===== src/hdl/bsgt_pkg.sv =====
// Shared types and constants for the BMP stream gray and threshold filter.
`default_nettype none
package bsgt_pkg;

	localparam logic [31:0] POS_OFFSET = 32'd10;
	localparam logic [31:0] POS_WIDTH = 32'd18;
	localparam logic [31:0] POS_HEIGHT = 32'd22;
	localparam logic [31:0] POS_WIDTH_LAST = 32'd21;
	localparam logic [31:0] POS_HEIGHT_LAST = 32'd25;
	localparam logic [31:0] HEADER_END = 32'd26;

	localparam logic [7:0] THRESHOLD = 8'd128;
	localparam logic [7:0] WHITE = 8'hff;
	localparam logic [7:0] BLACK = 8'h00;

	// floor(x / 3) equals (x * 683) >> 11 for every sum of three bytes.
	localparam logic [9:0] DIV3_MUL = 10'd683;
	localparam int DIV3_SHIFT = 11;

	localparam logic [1:0] CNT_NONE = 2'd0;
	localparam logic [1:0] CNT_ONE = 2'd1;
	localparam logic [1:0] CNT_TWO = 2'd2;
	localparam logic [1:0] CNT_THREE = 2'd3;

	typedef struct packed {
		logic [1:0] count;
		logic [2:0][7:0] data;
	} bsgt_group_t;

endpackage
`default_nettype wire


===== src/hdl/bsgt_parser.sv =====
// Header capture, pixel tracking and filtering of one file byte per step.
`default_nettype none
module bsgt_parser import bsgt_pkg::*; #(
	parameter int MAX_WIDTH = 8192,
	parameter int MAX_HEIGHT = 8192
) (
	input  wire logic        clk,
	input  wire logic        arst_n,
	input  wire logic        step,
	input  wire logic [7:0]  din,
	input  wire logic        eof,
	input  wire logic        gray_mode,
	output bsgt_group_t      group
);

	localparam int WW = $clog2(MAX_WIDTH + 1);
	localparam int HW = $clog2(MAX_HEIGHT + 1);
	localparam int RW = WW + 2;

	logic [31:0]   pos_q, pos_d;
	logic [31:0]   pix_start_q, pix_start_d;
	logic [23:0]   size_q, size_d;
	logic [WW-1:0] width_q, width_d;
	logic [HW-1:0] height_q, height_d;
	logic [RW-1:0] rbi_q, rbi_d;
	logic [HW-1:0] row_q, row_d;
	logic [1:0]    phase_q, phase_d;
	logic [7:0]    held0_q, held1_q;
	logic          held0_we, held1_we;

	logic [31:0]   koff, ksize, raw, clamped;
	logic          in_pix;
	logic [RW-1:0] data_bytes;
	logic [RW:0]   row_bytes, rbi_inc;
	logic [9:0]    sum;
	logic [19:0]   prod;
	logic [7:0]    avg, filt;

	always_comb begin
		pos_d = pos_q;
		pix_start_d = pix_start_q;
		size_d = size_q;
		width_d = width_q;
		height_d = height_q;
		rbi_d = rbi_q;
		row_d = row_q;
		phase_d = phase_q;
		held0_we = 1'b0;
		held1_we = 1'b0;
		group.count = CNT_ONE;
		group.data = {3{din}};
		clamped = '0;

		koff = pos_q - POS_OFFSET;
		ksize = pos_q - POS_WIDTH;
		raw = {din, size_q};

		if (pos_q >= POS_OFFSET && pos_q < POS_WIDTH - 32'd4) begin
			if (pos_q == POS_OFFSET) begin
				pix_start_d = {24'd0, din};
			end else begin
				pix_start_d[8*koff[1:0] +: 8] = din;
			end
		end else if (pos_q >= POS_WIDTH && pos_q < HEADER_END) begin
			if (ksize[1:0] == 2'd0) begin
				size_d = {16'd0, din};
			end else if (ksize[1:0] != 2'd3) begin
				size_d[8*ksize[1:0] +: 8] = din;
			end
			if (pos_q == POS_WIDTH_LAST) begin
				clamped = raw[31] ? 32'd0 : (raw > 32'(MAX_WIDTH) ? 32'(MAX_WIDTH) : raw);
				width_d = clamped[WW-1:0];
			end else if (pos_q == POS_HEIGHT_LAST) begin
				clamped = raw[31] ? 32'd0 : (raw > 32'(MAX_HEIGHT) ? 32'(MAX_HEIGHT) : raw);
				height_d = clamped[HW-1:0];
			end
		end

		in_pix = (pos_q >= HEADER_END) && (pos_q >= pix_start_q)
			&& (row_q < height_q) && (width_q != '0);

		data_bytes = RW'({width_q, 1'b0}) + RW'(width_q);
		row_bytes = ((RW+1)'(data_bytes) + (RW+1)'(3)) & ~(RW+1)'(3);
		rbi_inc = (RW+1)'(rbi_q) + (RW+1)'(1);

		sum = 10'(held0_q) + 10'(held1_q) + 10'(din);
		prod = 20'(sum) * 20'(DIV3_MUL);
		avg = prod[DIV3_SHIFT +: 8];
		filt = gray_mode ? avg : ((avg < THRESHOLD) ? BLACK : WHITE);

		if (in_pix) begin
			if (rbi_q < data_bytes) begin
				if (phase_q == 2'd0) begin
					held0_we = 1'b1;
					phase_d = 2'd1;
					group.count = eof ? CNT_ONE : CNT_NONE;
				end else if (phase_q == 2'd1) begin
					held1_we = 1'b1;
					phase_d = 2'd2;
					group.count = eof ? CNT_TWO : CNT_NONE;
					group.data[0] = held0_q;
				end else begin
					phase_d = 2'd0;
					group.count = CNT_THREE;
					group.data = {3{filt}};
				end
			end
			if (rbi_inc >= row_bytes) begin
				rbi_d = '0;
				row_d = row_q + HW'(1);
			end else begin
				rbi_d = rbi_inc[RW-1:0];
			end
		end

		if (eof) begin
			pos_d = '0;
			pix_start_d = '0;
			size_d = '0;
			width_d = '0;
			height_d = '0;
			rbi_d = '0;
			row_d = '0;
			phase_d = '0;
		end else if (pos_q != '1) begin
			pos_d = pos_q + 32'd1;
		end
	end

	always_ff @(posedge clk or negedge arst_n) begin
		if (!arst_n) begin
			pos_q <= '0;
			pix_start_q <= '0;
			size_q <= '0;
			width_q <= '0;
			height_q <= '0;
			rbi_q <= '0;
			row_q <= '0;
			phase_q <= '0;
		end else if (step) begin
			pos_q <= pos_d;
			pix_start_q <= pix_start_d;
			size_q <= size_d;
			width_q <= width_d;
			height_q <= height_d;
			rbi_q <= rbi_d;
			row_q <= row_d;
			phase_q <= phase_d;
		end
	end

	always_ff @(posedge clk) begin
		if (step && held0_we) begin
			held0_q <= din;
		end
		if (step && held1_we) begin
			held1_q <= din;
		end
	end

endmodule
`default_nettype wire


===== src/hdl/bsgt_out.sv =====
// Result register that sends the beats of one byte's result group in order.
`default_nettype none
module bsgt_out import bsgt_pkg::*; (
	input  wire logic        clk,
	input  wire logic        arst_n,
	input  wire logic        load,
	input  wire bsgt_group_t group,
	output logic             free,
	output logic             out_valid,
	input  wire logic        out_stall,
	output logic [7:0]       byte_out,
	output logic             run_last
);

	logic [1:0]      cnt_q;
	logic [1:0]      idx_q;
	logic [2:0][7:0] data_q;
	logic            fire;

	assign out_valid = (cnt_q != CNT_NONE);
	assign run_last = (idx_q == cnt_q - 2'd1);
	assign fire = out_valid && !out_stall;
	assign free = !out_valid || (fire && run_last);

	always_comb begin
		case (idx_q)
			2'd0: byte_out = data_q[0];
			2'd1: byte_out = data_q[1];
			2'd2: byte_out = data_q[2];
			default: byte_out = data_q[0];
		endcase
	end

	always_ff @(posedge clk or negedge arst_n) begin
		if (!arst_n) begin
			cnt_q <= CNT_NONE;
			idx_q <= '0;
		end else if (load) begin
			cnt_q <= group.count;
			idx_q <= '0;
		end else if (fire) begin
			if (run_last) begin
				cnt_q <= CNT_NONE;
				idx_q <= '0;
			end else begin
				idx_q <= idx_q + 2'd1;
			end
		end
	end

	always_ff @(posedge clk) begin
		if (load) begin
			data_q <= group.data;
		end
	end

endmodule
`default_nettype wire


===== src/hdl/bmp_stream_gray_threshold_filter.sv =====
// Top level of the BMP stream gray and threshold filter.
// A 24-bit BMP file enters one byte per beat and leaves in the same order with every
// pixel replaced by its gray average (gray_mode = 1) or by black or white at 128
// (gray_mode = 0); header, row padding and trailing bytes pass unchanged. An input
// byte is taken every cycle unless in_stall is high, waits in the input register until
// the parser takes it; its results then sit in the result register: zero beats for a
// held blue or green byte, three for a red byte, one otherwise. With out_stall low the
// output port moves one beat per cycle, so the next pixel's blue and green bytes are
// absorbed while a pixel's three beats leave; the sustained rate is one byte per cycle
// in and out. run_last marks each group's final beat. The user must write gray_mode
// through the always-ready cfg channel only while the block is idle; it is not enforced.
`default_nettype none
module bmp_stream_gray_threshold_filter import bsgt_pkg::*; #(
	parameter int MAX_WIDTH = 8192,
	parameter int MAX_HEIGHT = 8192
) (
	input  wire logic       clk,
	input  wire logic       arst_n,
	input  wire logic       in_valid,
	output logic            in_stall,
	input  wire logic [7:0] byte_in,
	input  wire logic       end_of_file,
	output logic            out_valid,
	input  wire logic       out_stall,
	output logic [7:0]      byte_out,
	output logic            run_last,
	input  wire logic       cfg_valid,
	output logic            cfg_ready,
	input  wire logic       gray_mode
);

	logic        valid_s1;
	logic [7:0]  byte_s1;
	logic        eof_s1;
	logic        gray_mode_q;
	logic        step;
	logic        grp_free;
	logic        grp_load;
	bsgt_group_t group;

	assign cfg_ready = 1'b1;
	assign step = valid_s1 && ((group.count == CNT_NONE) || grp_free);
	assign grp_load = step && (group.count != CNT_NONE);
	assign in_stall = valid_s1 && !step;

	always_ff @(posedge clk or negedge arst_n) begin
		if (!arst_n) begin
			gray_mode_q <= 1'b0;
		end else if (cfg_valid && cfg_ready) begin
			gray_mode_q <= gray_mode;
		end
	end

	always_ff @(posedge clk or negedge arst_n) begin
		if (!arst_n) begin
			valid_s1 <= 1'b0;
		end else if (!in_stall) begin
			valid_s1 <= in_valid;
		end
	end

	always_ff @(posedge clk) begin
		if (in_valid && !in_stall) begin
			byte_s1 <= byte_in;
			eof_s1 <= end_of_file;
		end
	end

	bsgt_parser #(
		.MAX_WIDTH(MAX_WIDTH),
		.MAX_HEIGHT(MAX_HEIGHT)
	) u_parser (
		.clk(clk),
		.arst_n(arst_n),
		.step(step),
		.din(byte_s1),
		.eof(eof_s1),
		.gray_mode(gray_mode_q),
		.group(group)
	);

	bsgt_out u_out (
		.clk(clk),
		.arst_n(arst_n),
		.load(grp_load),
		.group(group),
		.free(grp_free),
		.out_valid(out_valid),
		.out_stall(out_stall),
		.byte_out(byte_out),
		.run_last(run_last)
	);

	// A result group is only loaded into an empty or emptying result register.
	assert property (@(posedge clk) disable iff (!arst_n) grp_load |-> grp_free)
		else $error("result group loaded over undelivered beats");

	// After the final beat leaves with nothing new loaded, the output goes quiet.
	assert property (@(posedge clk) disable iff (!arst_n)
		(out_valid && !out_stall && run_last && !grp_load) |=> !out_valid)
		else $error("output valid after final beat of group");

	// A byte held in the input register keeps its value until the parser takes it.
	assert property (@(posedge clk) disable iff (!arst_n)
		(valid_s1 && !step) |=> (valid_s1 && $stable(byte_s1) && $stable(eof_s1)))
		else $error("held input byte lost or changed");

endmodule
`default_nettype wire

===== config.mk =====
export PLATFORM = sky130hd
export DESIGN_NAME = bmp_stream_gray_threshold_filter
export DESIGN_NICKNAME = d
export VERILOG_FILES = /design/src/hdl/bsgt_pkg.sv /design/src/hdl/bsgt_parser.sv /design/src/hdl/bsgt_out.sv /design/src/hdl/bmp_stream_gray_threshold_filter.sv
export SDC_FILE = /design/constraint.sdc
export NUM_CORES = 1
export LEC_CHECK = 0
export BUFFER_PORTS_ARGS = -buffer_cell sky130_fd_sc_hd__buf_2
export CORE_UTILIZATION = 45
export DETAILED_ROUTE_END_ITERATION = 10
export SYNTH_ARGS = -nofsm -noshare
export SYNTH_HDL_FRONTEND = slang
export SYNTH_SLANG_ARGS = --single-unit

===== constraint.sdc =====
create_clock -name clk -period 8.22 [get_ports clk]
set_input_delay 0.411 -clock clk [delete_from_list [all_inputs] [get_ports clk]]
set_output_delay 0.411 -clock clk [all_outputs]
set_load 0.02 [all_outputs]

==> reports/summary.txt <==
Violated checks -> design-rule violations
Number of synthesized flops with an enable pin -> 41
CTS tree -> built
Starting Density -> 0.460
Metal-1 WL -> 15.8 mm
Final net count -> 1707
Fin Setup TNS -> 0 ns
Syn nets -> 1695
Met2 WL -> 15.4 mm
Syn Std Cell Area -> 14100 µm²
Vias in the first global route -> 10500
Global Route Usage Sum -> 0.221
Drt pass-1 iters -> 8
Most common cell in the synthesized netlist -> ha_1
Top-area cell type share of the netlist area -> 0.273
DRT antenna net count -> 0
Top Layer Used -> met4
Later-pin clock latency in the skew report -> 0.46 ns
Worst rel slew slack -> 0.284
Sequential share of the synthesized area -> 0.360
Ratio of final minimum period to clock period -> 0.903
Mapped Cells -> 1478
Full die area -> 32100 µm²
RSZ-0062 raised after global routing -> no
Cell variety after synth -> 73
RePlAce Congestion -> 0.861
Primary FF master, synth -> dfrtp_1
Layout area overhead -> 8.32%
1st-iter DRT viols -> 668
Worst-margin pin slew -> 1.07 ns
Synth Register Bits -> 195
Minimum clock period -> 7.42 ns
Critical Path Fanout Max -> 8
CP Class -> reg2reg
Top Ports -> 27
WP data arrival -> 7.72 ns
Die H -> 179 µm
Asr flop ratio synth -> 0.790
CTS Hold Buffers Added -> 0
Routed wl met3 -> 1.43 mm
Post-DR wirelength/cell -> 17.5 µm
Commonest cells post-synth -> ha_1, dfrtp_1, inv_1, nand2_1, o21ai_0
DRC viols -> 2
Final WL -> 33.2 mm
Finish-stage setup viols -> 0
Die width -> 179 µm
MaxCap Viol Count -> 0
Final clock skew -> 0.0156 ns
CP most frequent cell -> inv_1
Min Hold Slack -> 0.0134 ns
Total setup buffers inserted after CTS -> 0
CTS Buffer Depth -> 2
Largest net degree at the start of global routing -> 87
Slew Limit Fails -> 0
Max stage delay on crit path -> 0.54 ns
CP startpoint kind -> flip-flop
Status -> complete, but fails checks
Num CTS Buffers -> 17
Required time of the critical path -> 8.52 ns
Placement Setup Slack -> 0.737 ns
DR vias/cell -> 5.59
Synth Warn # -> 0
Synth area leaders -> dfrtp_1, ha_1, edfxtp_1, fa_1, mux2_2
Leading area contributor after synthesis -> dfrtp_1
Fillers -> 2872
Syn Area/Cell -> 9.57 µm²
Worst Hold Class -> in2async
Root Buffer -> clkbuf_16
Antenna violations before repair -> 0
H-tree Lvls -> 4
# rows -> 64
CTS clk-pin slew, worst paths -> 0.08 ns
Clock sinks -> 195
GR Overflow Total -> 0
CP Capture Type -> flip-flop
N_diodes -> 0
Fin. Hold Viols -> 0
Maximum clock rate -> 135 MHz
Post-CTS sizing -> 0
Final setup margin -> 0.801 ns
Layout cells sized above 1 -> 0.104
First-pass GRT wire length -> 55.0 mm
I/O Buffers -> 25
Post-detail-place hpwl -> 24.7 mm
Core area -> 30700 µm²
Vias post-DR -> 10600
CP max stage cell -> fa_1
==> final timing paths <==
path                       cells after the start                               to                            start  slack [ns]
min in group clk                               1             byte_s1[6]$_DFFE_PP_                       byte_in[6]        0.12
setup reg to reg                              33        u_out.data_q[4]$_DFFE_PP_             byte_s1[1]$_DFFE_PP_        0.80
setup / recovery                              33        u_out.data_q[4]$_DFFE_PP_             byte_s1[1]$_DFFE_PP_        0.80
hold reg to reg                                1  u_parser.size_q[23]$_DFFE_PN0P_  u_parser.size_q[23]$_DFFE_PN0P_        0.51
max in group asynchronous                      2   u_parser.row_q[12]$_DFFE_PN0P_                           arst_n        6.77
hold / removal                                 1    u_parser.rbi_q[1]$_DFFE_PN0P_                           arst_n        0.01
==> through the flow <==
step | util | cells | area [µm²]
after floorplan | - | 1478 | 14100
after global placement | 0.477 | 1867 | 14700
after detailed placement | 0.477 | 1867 | 14700
after CTS | 0.498 | 1899 | 15300
after global routing | 0.498 | 1899 | 15300
final | 0.498 | 1899 | 15300
==> logic make-up (layout without fill, tap and decap cells) <==
group / count (synthesis) / after routing / synth area share
simple gates: 451 / 451 / 0.167
compound gates: 303 / 303 / 0.135
fa+ha+maj: 202 / 202 / 0.195
buf+inv: 202 / 227 / 0.0565
flops: 195 / 195 / 0.360
xor+xnor: 70 / 70 / 0.0434
mux: 54 / 54 / 0.0427
other cells: 1 / 1 / 0.000265
==> critical path, delay by kind of cell (launching register included) <==
family	cells	cell delay [ns]
xor+xnor	1	0.30
fa+ha+maj	9	3.37
buf+inv	9	0.77
flops	1	0.35
simple gates	3	0.51
compound gates	11	1.95
==> cell type report <==
type                            instances  area [µm²]  area share
Sequential cell                       195        5080       0.332
Tap cell                              396         495      0.0324
Multi-Input combinational cell       1081        8260       0.540
Timing Repair Buffer                   43         267      0.0174
Clock buffer                           20         479      0.0313
Inverter                              152         571      0.0373
Clock inverter                         12         154      0.0100
==> registers in the layout (all words and copies together) (netlist names), 8 cells and up <==
| register | cells |
|---|---|
| byte_s1 | 8 |
| u_out.data_q | 16 |
| u_parser.height_q | 14 |
| u_parser.held0_q | 8 |
| u_parser.held1_q | 8 |
| u_parser.pix_start_q | 32 |
| u_parser.pos_q | 32 |
| u_parser.rbi_q | 16 |
| u_parser.row_q | 14 |
| u_parser.size_q | 24 |
| u_parser.width_q | 14 |
==> routing by layer <==
metal,GRT usage,vias up
met4,0.0697,0
met1,0.305,5106
li1,-,5270
met3,0.0333,37
met2,0.356,206
met5,0,-
==> placed cells by master (no fill, tap or decap), types with 6 or more instances in the layout <==
cell type,count
a21oi_1,83
fa_1,31
a211oi_1,13
clkbuf_16,19
inv_1,151
a21o_1,23
ha_1,171
nor3_1,26
nand2b_1,18
a22o_1,12
mux2_2,51
nor2_1,70
edfxtp_1,41
or3_1,16
o31ai_1,11
or2_2,6
xor2_1,16
o21a_1,6
or4_1,13
nand3b_1,7
nand2_1,99
a31oi_1,8
and2_1,26
buf_2,24
dfrtp_1,154
nand4_1,28
buf_4,18
nor4_1,16
a31o_2,6
nor2b_1,8
xnor2_1,54
and3_1,19
o21ai_0,95
nand3_1,78
Power is left out: the tool's default activity adds up to more than one toggle a clock period on the data nets, which glitch-free logic cannot reach.
